File: config.mk
export PLATFORM = sky130hd
export DESIGN_NAME = substring_first_match
export DESIGN_NICKNAME = d
export VERILOG_FILES = /design/src/rtl/sfm_pkg.sv /design/src/rtl/sfm_cell.sv /design/src/rtl/substring_first_match.sv
export SDC_FILE = /design/constraint.sdc
export NUM_CORES = 1
export LEC_CHECK = 0
export ABC_AREA = 1
export BUFFER_PORTS_ARGS = -buffer_cell sky130_fd_sc_hd__buf_2
export CELL_PAD_IN_SITES_DETAIL_PLACEMENT = 1
export CELL_PAD_IN_SITES_GLOBAL_PLACEMENT = 2
export CORE_ASPECT_RATIO = 0.8
export CORE_UTILIZATION = 36
export CTS_CLUSTER_SIZE = 40
export DETAILED_ROUTE_END_ITERATION = 10
export HOLD_SLACK_MARGIN = 0.03
export PLACE_DENSITY_LB_ADDON = 0.1
export SLEW_MARGIN = 20
export SYNTH_ARGS = -nofsm -noshare
export SYNTH_HDL_FRONTEND = slang
export SYNTH_SLANG_ARGS = --single-unit
File: constraint.sdc
create_clock -name clk -period 3.8 [get_ports clk]
set_input_delay 0.19 -clock clk [delete_from_list [all_inputs] [get_ports clk]]
set_output_delay 0.19 -clock clk [all_outputs]
set_load 0.02 [all_outputs]
File: src/rtl/sfm_pkg.sv
// ----------------------------------------------------------------------------
// sfm_pkg
// Shared types and constants for the first-match substring search block.
// ----------------------------------------------------------------------------
package sfm_pkg;

	localparam int MAX_NEEDLE   = 32;
	localparam int MAX_HAYSTACK = 65536;

	localparam int DATA_W   = 8;
	localparam int MODE_W   = 2;
	localparam int POS_W    = 17;
	localparam int STATUS_W = 2;
	localparam int LEN_W    = $clog2(MAX_NEEDLE + 1);
	localparam int IDX_W    = (MAX_NEEDLE > 1) ? $clog2(MAX_NEEDLE) : 1;
	localparam int CNT_W    = $clog2(MAX_HAYSTACK + 1);
	localparam int CMP_W    = (CNT_W > POS_W) ? CNT_W : POS_W;

	localparam logic [MODE_W-1:0] MODE_NEEDLE = 2'd0;
	localparam logic [MODE_W-1:0] MODE_BEGIN  = 2'd1;
	localparam logic [MODE_W-1:0] MODE_HAY    = 2'd2;
	localparam logic [MODE_W-1:0] MODE_END    = 2'd3;

	localparam logic [STATUS_W-1:0] ST_FOUND     = 2'd0;
	localparam logic [STATUS_W-1:0] ST_NOT_FOUND = 2'd1;
	localparam logic [STATUS_W-1:0] ST_NDL_LONG  = 2'd2;
	localparam logic [STATUS_W-1:0] ST_HAY_LONG  = 2'd3;

	// broadcast control from the top level to every cell
	typedef struct packed {
		logic              shift;
		logic              load;
		logic              clear;
		logic [DATA_W-1:0] data;
	} cell_ctrl_t;

endpackage

File: src/rtl/sfm_cell.sv
// ----------------------------------------------------------------------------
// sfm_cell
// One needle byte and its partial-match flag; the flag takes its neighbor's
// flag on each haystack byte while the cell is active and the stored byte matches.
// ----------------------------------------------------------------------------
module sfm_cell (
	input  logic               clk,
	input  logic               arst_n,
	input  sfm_pkg::cell_ctrl_t ctrl,
	input  logic               sel,
	input  logic               active,
	input  logic               chain_in,
	output logic               match_next,
	output logic               match_q
);
	import sfm_pkg::*;

	logic [DATA_W-1:0] needle_q;

	assign match_next = chain_in && (needle_q == ctrl.data);

	always_ff @(posedge clk) begin
		if (ctrl.load && sel) begin
			needle_q <= ctrl.data;
		end
	end

	always_ff @(posedge clk or negedge arst_n) begin
		if (!arst_n) begin
			match_q <= 1'b0;
		end else if (ctrl.clear) begin
			match_q <= 1'b0;
		end else if (ctrl.shift && active) begin
			match_q <= match_next;
		end
	end

endmodule

File: src/rtl/substring_first_match.sv
// ----------------------------------------------------------------------------
// substring_first_match
// Streaming search for the first offset of a loaded needle in a haystack.
// ----------------------------------------------------------------------------
// Usage: every request on the req channel is one of four kinds, chosen by
// mode. Needle bytes load a row of compare cells (first_of_needle restarts
// the needle). A begin request latches start_position and clears the search.
// Haystack bytes then stream in; each one is compared against all needle
// bytes at once in the cell row, so one request is taken every cycle unless
// an end request is stalled. An end request produces one response (status,
// match_position) on the res channel, registered, in the cycle after the
// request is taken; the search is left intact so a repeated end gives the
// same answer. Throughput is one request per cycle, bar a stalled end request,
// set by the cell row update and the match check on the last needle cell.
// Reset clears needle length, all flags, counters and the response valid flag;
// needle bytes and the response status/position are not reset. While the
// receiver stalls a pending response, needle, begin and haystack requests are
// still taken; only a new end request is stalled until the response is taken.
// ----------------------------------------------------------------------------
module substring_first_match (
	input  logic                      clk,
	input  logic                      arst_n,
	input  logic                      req_valid,
	output logic                      req_stall,
	input  logic [sfm_pkg::MODE_W-1:0] mode,
	input  logic [sfm_pkg::DATA_W-1:0] byte_value,
	input  logic                      first_of_needle,
	input  logic [sfm_pkg::POS_W-1:0]  start_position,
	output logic                      res_valid,
	input  logic                      res_stall,
	output logic [sfm_pkg::STATUS_W-1:0] status,
	output logic [sfm_pkg::POS_W-1:0]  match_position
);
	import sfm_pkg::*;

	logic [LEN_W-1:0]    len_q;
	logic                ndl_ovf_q;
	logic [CNT_W-1:0]    count_q;
	logic [POS_W-1:0]    start_q;
	logic                found_q;
	logic [POS_W-1:0]    offset_q;
	logic                hay_ovf_q;
	logic                res_valid_q;
	logic [STATUS_W-1:0] status_q;
	logic [POS_W-1:0]    pos_q;

	logic                accept;
	logic                res_take;
	logic [LEN_W-1:0]    wr_len;
	logic [IDX_W-1:0]    wr_idx;
	logic                hay_room;
	cell_ctrl_t          ctrl;
	logic [MAX_NEEDLE-1:0] sel;
	logic [MAX_NEEDLE-1:0] active;
	logic [MAX_NEEDLE-1:0] chain;
	logic [MAX_NEEDLE-1:0] match_next;
	logic [MAX_NEEDLE-1:0] match_q;
	logic [LEN_W-1:0]    last_len;
	logic                hit;
	logic [CNT_W-1:0]    cnt_inc;
	logic [CNT_W-1:0]    begin_ofs;
	logic                long_enough;
	logic                after_start;
	logic                empty_ok;
	logic [STATUS_W-1:0] status_d;
	logic [POS_W-1:0]    pos_d;

	assign res_take  = res_valid_q && !res_stall;
	assign req_stall = res_valid_q && res_stall && (mode == MODE_END);
	assign accept    = req_valid && !req_stall;

	assign wr_len   = first_of_needle ? '0 : len_q;
	assign wr_idx   = wr_len[IDX_W-1:0];
	assign hay_room = (count_q < CNT_W'(MAX_HAYSTACK));

	always_comb begin
		ctrl.data  = byte_value;
		ctrl.load  = accept && (mode == MODE_NEEDLE) && (wr_len < LEN_W'(MAX_NEEDLE));
		ctrl.shift = accept && (mode == MODE_HAY) && hay_room;
		ctrl.clear = accept && (mode == MODE_BEGIN);
	end

	genvar k;
	generate
		for (k = 0; k < MAX_NEEDLE; k++) begin : g_cell
			assign sel[k]    = (wr_idx == IDX_W'(k));
			assign active[k] = (LEN_W'(k) < len_q);
			if (k == 0) begin : g_head
				assign chain[k] = 1'b1;
			end else begin : g_link
				assign chain[k] = match_q[k-1];
			end
			sfm_cell u_cell (
				.clk        (clk),
				.arst_n     (arst_n),
				.ctrl       (ctrl),
				.sel        (sel[k]),
				.active     (active[k]),
				.chain_in   (chain[k]),
				.match_next (match_next[k]),
				.match_q    (match_q[k])
			);
		end
	endgenerate

	// full match ends at this byte when the last needle cell matches
	assign last_len    = len_q - LEN_W'(1);
	assign hit         = (len_q != '0) && match_next[last_len[IDX_W-1:0]];
	assign cnt_inc     = count_q + CNT_W'(1);
	assign long_enough = (cnt_inc >= CNT_W'(len_q));
	assign begin_ofs   = cnt_inc - CNT_W'(len_q);
	assign after_start = (CMP_W'(begin_ofs) >= CMP_W'(start_q));
	assign empty_ok    = (CMP_W'(start_q) <= CMP_W'(count_q));

	always_comb begin
		pos_d = '0;
		if (ndl_ovf_q) begin
			status_d = ST_NDL_LONG;
		end else if (hay_ovf_q) begin
			status_d = ST_HAY_LONG;
		end else if (len_q == '0) begin
			if (empty_ok) begin
				status_d = ST_FOUND;
				pos_d    = start_q;
			end else begin
				status_d = ST_NOT_FOUND;
			end
		end else if (found_q) begin
			status_d = ST_FOUND;
			pos_d    = offset_q;
		end else begin
			status_d = ST_NOT_FOUND;
		end
	end

	always_ff @(posedge clk or negedge arst_n) begin
		if (!arst_n) begin
			len_q     <= '0;
			ndl_ovf_q <= 1'b0;
			count_q   <= '0;
			start_q   <= '0;
			found_q   <= 1'b0;
			offset_q  <= '0;
			hay_ovf_q <= 1'b0;
		end else if (accept) begin
			case (mode)
				MODE_NEEDLE: begin
					if (wr_len < LEN_W'(MAX_NEEDLE)) begin
						len_q     <= wr_len + LEN_W'(1);
						ndl_ovf_q <= first_of_needle ? 1'b0 : ndl_ovf_q;
					end else begin
						len_q     <= wr_len;
						ndl_ovf_q <= 1'b1;
					end
				end
				MODE_BEGIN: begin
					start_q   <= start_position;
					count_q   <= '0;
					found_q   <= 1'b0;
					offset_q  <= '0;
					hay_ovf_q <= 1'b0;
				end
				MODE_HAY: begin
					if (!hay_room) begin
						hay_ovf_q <= 1'b1;
					end else begin
						count_q <= cnt_inc;
						if (hit && long_enough && !found_q && after_start) begin
							found_q  <= 1'b1;
							offset_q <= POS_W'(begin_ofs);
						end
					end
				end
				default: begin
				end
			endcase
		end
	end

	always_ff @(posedge clk or negedge arst_n) begin
		if (!arst_n) begin
			res_valid_q <= 1'b0;
		end else if (accept && (mode == MODE_END)) begin
			res_valid_q <= 1'b1;
		end else if (res_take) begin
			res_valid_q <= 1'b0;
		end
	end

	always_ff @(posedge clk) begin
		if (accept && (mode == MODE_END)) begin
			status_q <= status_d;
			pos_q    <= pos_d;
		end
	end

	assign res_valid      = res_valid_q;
	assign status         = status_q;
	assign match_position = pos_q;

endmodule
# Word level (Yosys, flattened, before mapping)

Index checks and enable logic that the tools add are counted.

Output and inout bits: 21
Logic and storage cells: 427
Bits of input ports: 32
Register bits: 367

Magnitude comparators: 37
Reduce and logical (&&, ||, !) cells: 155
Equal/unequal tests: 70
Add/sub/neg operators: 4
Mux-type cells: 87

Operator list:

| cell                                                                        | number |
|---|---|
| 8-bit == test                                                               | 32 |
| 1-bit logical AND                                                           | 108 |
| 17-bit two-way mux                                                          | 6 |
| 5-bit by 6-bit less-than comparator with 1-bit output, first input constant | 15 |
| 5-bit == test, second input constant                                        | 16 |
| 1-bit two-way mux                                                           | 74 |
| 17-bit case mux with 2 select lines                                         | 2 |
| 2-bit nonzero test                                                          | 33 |
| 4-bit by 6-bit less-than comparator with 1-bit output, first input constant | 8 |
| 5-bit by 4-bit == test with 1-bit output, second input constant             | 8 |
| 3-bit by 6-bit less-than comparator with 1-bit output, first input constant | 4 |
| 5-bit by 3-bit == test with 1-bit output, second input constant             | 4 |
| 17-bit by 1-bit adder with 17-bit output, second input constant             | 1 |
| 17-bit greater-or-equal comparator                                          | 1 |
| 17-bit by 6-bit greater-or-equal comparator with 1-bit output               | 1 |
| 17-bit less-or-equal comparator                                             | 1 |
| 17-bit less-than comparator, second input constant                          | 1 |
| 17-bit by 6-bit subtractor with 17-bit output                               | 1 |
| 1-bit by 6-bit less-than comparator with 1-bit output, first input constant | 2 |
| 2-bit by 6-bit less-than comparator with 1-bit output, first input constant | 2 |
| 6-bit two-way mux                                                           | 2 |
| 5-bit by 2-bit == test with 1-bit output, second input constant             | 2 |
| 3-bit AND reduction                                                         | 3 |
| 6-bit by 1-bit adder with 6-bit output, second input constant               | 1 |
| 18 further kinds                                                            | 25 |

# Logic depth before layout (Yosys ltp)

Word-level depth: 11
Gate-level depth with buffers: 30
Depth with buffers taken out: 29

# Cells and area by module

A second synthesis with hierarchy kept.

Cells, all modules: 2743
Area total of the unflattened synthesis: 21861.0 um^2

By module, submodules not included:

| module                | sequential area each (um^2) | cells an instance | instances | area each (um^2) |
|---|---|---|---|---|
| sfm_cell              | 265.3                       | 59                | 32        | 495.5 |
| substring_first_match | 2097.0                      | 855               | 1         | 6005.8 |

# Worst setup path before layout

No wires, ideal clock.

Kind: register -> register
From: reg count_q[0]
To: reg offset_q[0]
Setup time: 0.116 ns
Stages on the path, launching flop included: 30
Clock period less this slack: 3.901 ns
Slack: -0.101 ns
Buffers on the path: 1
Data required time: 3.684 ns
Arrival: 3.785 ns
Cells stage by stage: dfrtp_1 -> inv_1 -> nor2_2 -> nand2_1 -> nand2_1 -> inv_1 -> ha_1 -> a21oi_1 -> o21ai_0 -> nand2_1 -> nand2_1 -> a21oi_1 -> nand3_1 -> nor2_1 -> nand3_1 -> nor2_1 -> xor2_1 -> ha_1 -> nand4_1 -> nor2_1 -> nand4_1 -> nand4_1 -> nand2_1 -> nor2_1 -> nand3_2 -> nand2_4 -> nand2_8 -> buf_12 -> nand2_2 -> nand2_2

Longest elaborated chain between the ends: 7
Elaborated cells between the ends (all ways): 14
Classes of those cells: 2 x add/sub; 3 x order compare; 2 x eq/ne; 3 x mux; 4 x reduce/logical

Ends and longest elaborated chain:

| item                                                                             | line                         | text |
|---|---|---|
| start: declaration                                                               | substring_first_match.sv:38  | `logic [CNT_W-1:0] count_q;` |
| start signal: assignment                                                         | substring_first_match.sv:167 | `count_q <= cnt_inc;` |
| branches (longest 7 deep; another with 17-bit by 1-bit adder with 17-bit output) | n/a                          |  |
| end signal: assignment                                                           | substring_first_match.sv:170 | `offset_q <= POS_W'(begin_ofs);` |
| end: declaration                                                                 | substring_first_match.sv:41  | `logic [POS_W-1:0] offset_q;` |

Several ways; the timed one is not identified. The select of a mux whose other input is x is not followed.
A chain may end at the register's enable or synchronous reset.

# Worst setup path in the final report

From: reg count_q[0]
To: reg offset_q[14]

The elaborated chain is that of the path after synthesis.

==> results.yml <==
power_and_ir_drop:
  power_switching_mw: 3.799
  leakage_nw: 9.689
  p_int_mw: 8.025
  powerDensity_nw_per_um2: 520.1
  fin_total_pwr_mw: 11.82
  seq_power_share_pct: 39.4
  peakVddDrop_mv: 0.3398
  switching_share_pct: 32.13
  p_comb_share_pct: 27.8
  clkPwrFrac_pct: 32.7
grt:
  use_met3_pct: 3.302
  met1_usage_pct: 36.60
  grt_pass1_vias: 15420
  grt_usage_pct: 23.42
  grt_pass1_wl_um: 95410
  grt-ovfl-total: 0
  grt_start_max_net_pins: 65
  busiest_layer: "met1"
  grt_antenna_before_repair: 1
  grt_use_met2_pct: 34.13
clock_tree:
  cts_num_sinks: 367
  cts-root-buf: "clkbuf_16"
  clk_pin_slew_ns: 0.07
  h-tree-depth: 2
  clock_latency_ns: 0.57
  clk_path_buf_depth: 3
  cts_tree: "yes"
  cts_made_buffers: 41
run_status:
  violations: "setup timing"
  status: "finished with violations"
timing:
  maxSlewHeadroom_pct: 44.36
  final.setup.tns_ns: -0.9474
  fin_crit_sh_pct: 102.0
  fin_skew_ns: 0.03052
  min_period_ns: 3.875
  slew_violations: 0
  fmax_ghz: 0.2581
  setup_slack_ns: -0.07509
  rsz0062_at_grt: "true"
  setup_viol_count_final: 18
  hold_viol: 0
  worst_slew_pin_slew_ns: 0.8275
logic_synthesis:
  ys.flop_type: "edfxtp_1"
  synthArstFlopShare_pct: 25.07
  synth_nets: 2197
  synth_cell_types: 47
  yosys_warnings: 0
  syn_avg_cell_area_um2: 9.060
  netlist_instances: 2115
  synth_seq_cells: 367
  seq_area_frac_synth_pct: 55.11
  synth-edff-count: 275
  synthesis.area_um2: 19160
worst_setup_path:
  cp.required_ns: 4.26
  path_class: "flop to flop"
  crit_buf_inv: 3
  path_max_fanout: 6
  reg2reg_from: "count_q[0]"
  critPathSlowestCell: "dfrtp_2"
  critPathArrivalTime_ns: 4.33
  crit_path_end_kind: "flop"
  slowest_delay_ns: 0.44
  startpoint: "count_q[0]"
  critPathLaunchType: "flop"
  crit_family: "simple AND/OR/NAND/NOR gates"
hold_path:
  hp-class: "input pin to flop"
  min_from: "mode[0]"
detailed_routing:
  post_drt_wl_per_cell_um: 20.71
  routed_wl_um: 62120
  postRouteAntennaNets: 0
  num_vias: 14990
  drt_iter0_drc: 848
  drc: 0
  via_per_inst: 4.996
  dr.pass1.iters: 5
cells_and_area:
  post-route-cell-area_um2: 22730
  layout.nets: 2359
  areaGrowthSynthToFinish_pct: 18.64
  antennaDiodeCount: 0
  drive_gt1_share_pct: 15.00
die:
  die_h_um: 208.4
  core_um2: 52460
  dieWidth_um: 259.9
  start_util_pct: 36.53
  num_io_pins: 53
  die-area_um2: 54160
  rows: 75
run:
  drv_cap: 0
place:
  port-buffer-count: 52
  pre_cts_ws_ns: -0.3478
  gp_congestion: 0.8930
  dpl_cell_area_um2: 20820
  post-dp-hpwl_um: 44280
## cell usage in the layout (no fill, tap or decap), drive strengths merged, types with 2 or more instances in the layout
cell	n
o211ai	6
nor3	21
or2	11
a31oi	5
nand3	147
xnor2	39
buf	168
nand4	19
o22ai	15
nor4	2
a21boi	7
clkinvlp	2
edfxtp	275
a21o	2
o31ai	5
dfrtp	92
nand2	566
clkinv	17
ha	49
nor2	221
clkbuf	56
o21a	3
bufinv	2
nand3b	14
a21oi	86
o21ai	102
xor2	73
inv	270
a211oi	9
dlygate4sd3	20
## stage by stage
stage / cells / util, % / hold slack, ns
finish: 3000 / 43.34 / 0.05957
global route: 3000 / 43.34 / 0.07521
CTS: 2996 / 43.03 / 0.03522
detailed placement: 2894 / 39.70 / 0.2662
global placement: 2894 / 39.70 / 0.2613
floorplan: 2115 / - / -0.1056
## cell families after synthesis
logic type	Yosys count	share of synthesized area (%)
and+or+nand+nor	1002	22.28
DFF	367	55.11
buffers and inverters	344	7.268
AOI/OAI and AO/OA	240	6.876
xor gates and xnor gates	112	5.159
adders and majority gates	50	3.304
## layer usage
metal	routed length [µm]	share of wire, %
met5	0	0
met4	853	1.4
met3	2437	3.9
met2	26500	43
met1	32330	52
## state kept, by name, summed over array words and instances, names as in the netlist, 2 cells and up
name and count:
g_cell.u_cell.needle_q 256, g_cell.u_cell.match_q 31, start_q 17, count_q 17
len_q 6, status 2, offset_q 17, match_position 17
## layout make-up
class	instances	area, µm²
clock buffers	56	1132
clock inverters	17	133.9
fillers	6058	29720
inverters	274	1028
multi-input cells	1405	7543
flip-flops and latches	367	10560
well taps	693	867.1
repair buffers	188	1465
## worst paths after layout
kind / to / slack (ns) / depth (start not counted)
hold reg to reg: offset_q[4] / 0.49 / 2
setup / recovery: offset_q[14] / -0.08 / 25
hold / removal: len_q[5] / 0.06 / 4
setup reg to reg: offset_q[14] / -0.08 / 25
max in group asynchronous: count_q[0] / 2.61 / 3
min in group asynchronous: offset_q[14] / 0.21 / 2
## power groups by stage
| stage | logic, mW | registers [mW] | clock network (mW) |
|---|---|---|---|
| after CTS | 3.12 | 4.65 | 3.98 |
| after floorplan | 1.60 | 4.67 | 0 |
| after global routing | 3.61 | 4.68 | 4.12 |
| after detailed placement | 2.90 | 4.73 | 0 |
| after global placement | 2.85 | 4.73 | 0 |
| final | 3.29 | 4.66 | 3.87 |
## tightest hold or removal path: cells and delay by family
| kind | cells | cell delay [ns] |
|---|---|---|
| buffers and inverters | 1 | 0.12 |
| AO/OA/AOI/OAI | 1 | 0.07 |
| AND/OR/NAND/NOR | 2 | 0.20 |
## cells in the mapped netlist (2+ instances only)
cell type / count / share of area [%]
nor2_2: 6 / 0.20
clkbuf_1: 24 / 0.47
xor2_1: 72 / 3.3
ha_1: 49 / 3.2
buf_4: 7 / 0.27
edfxtp_1: 275 / 43
nor2_4: 2 / 0.12
a21o_1: 2 / 0.078
a31oi_1: 5 / 0.16
nand2_1: 539 / 11
o22ai_1: 15 / 0.49
inv_1: 261 / 5.1
buf_2: 35 / 0.91
o21a_1: 2 / 0.078
o21ai_0: 97 / 2.5
nand4_1: 19 / 0.62
buf_6: 2 / 0.12
xnor2_1: 39 / 1.8
inv_2: 9 / 0.18
o211ai_1: 6 / 0.24
a21boi_0: 5 / 0.20
a21boi_1: 2 / 0.078
nand3_2: 4 / 0.21
a21oi_1: 86 / 2.2
nand3_1: 143 / 3.7
nand2_2: 24 / 0.78
or2_2: 11 / 0.36
nor3_1: 19 / 0.50
clkinv_1: 4 / 0.078
o21ai_1: 4 / 0.10
nor3_4: 2 / 0.17
a211oi_1: 9 / 0.35
nor2_1: 213 / 4.2
dfrtp_1: 92 / 12
nand3b_1: 14 / 0.55
o31ai_1: 5 / 0.20
nor4_1: 2 / 0.065
## what timing repair did
item                                    CTS  global route
gates cloned                              2             0
resized for setup                        40            28
hold buffers                             20             0
buffers inserted                          7             4
pin swaps                                30            21
endpoints found under the setup margin   18            18
endpoints found under the hold margin    55             0
No activity file was read; power rests on OpenSTA's default activity.
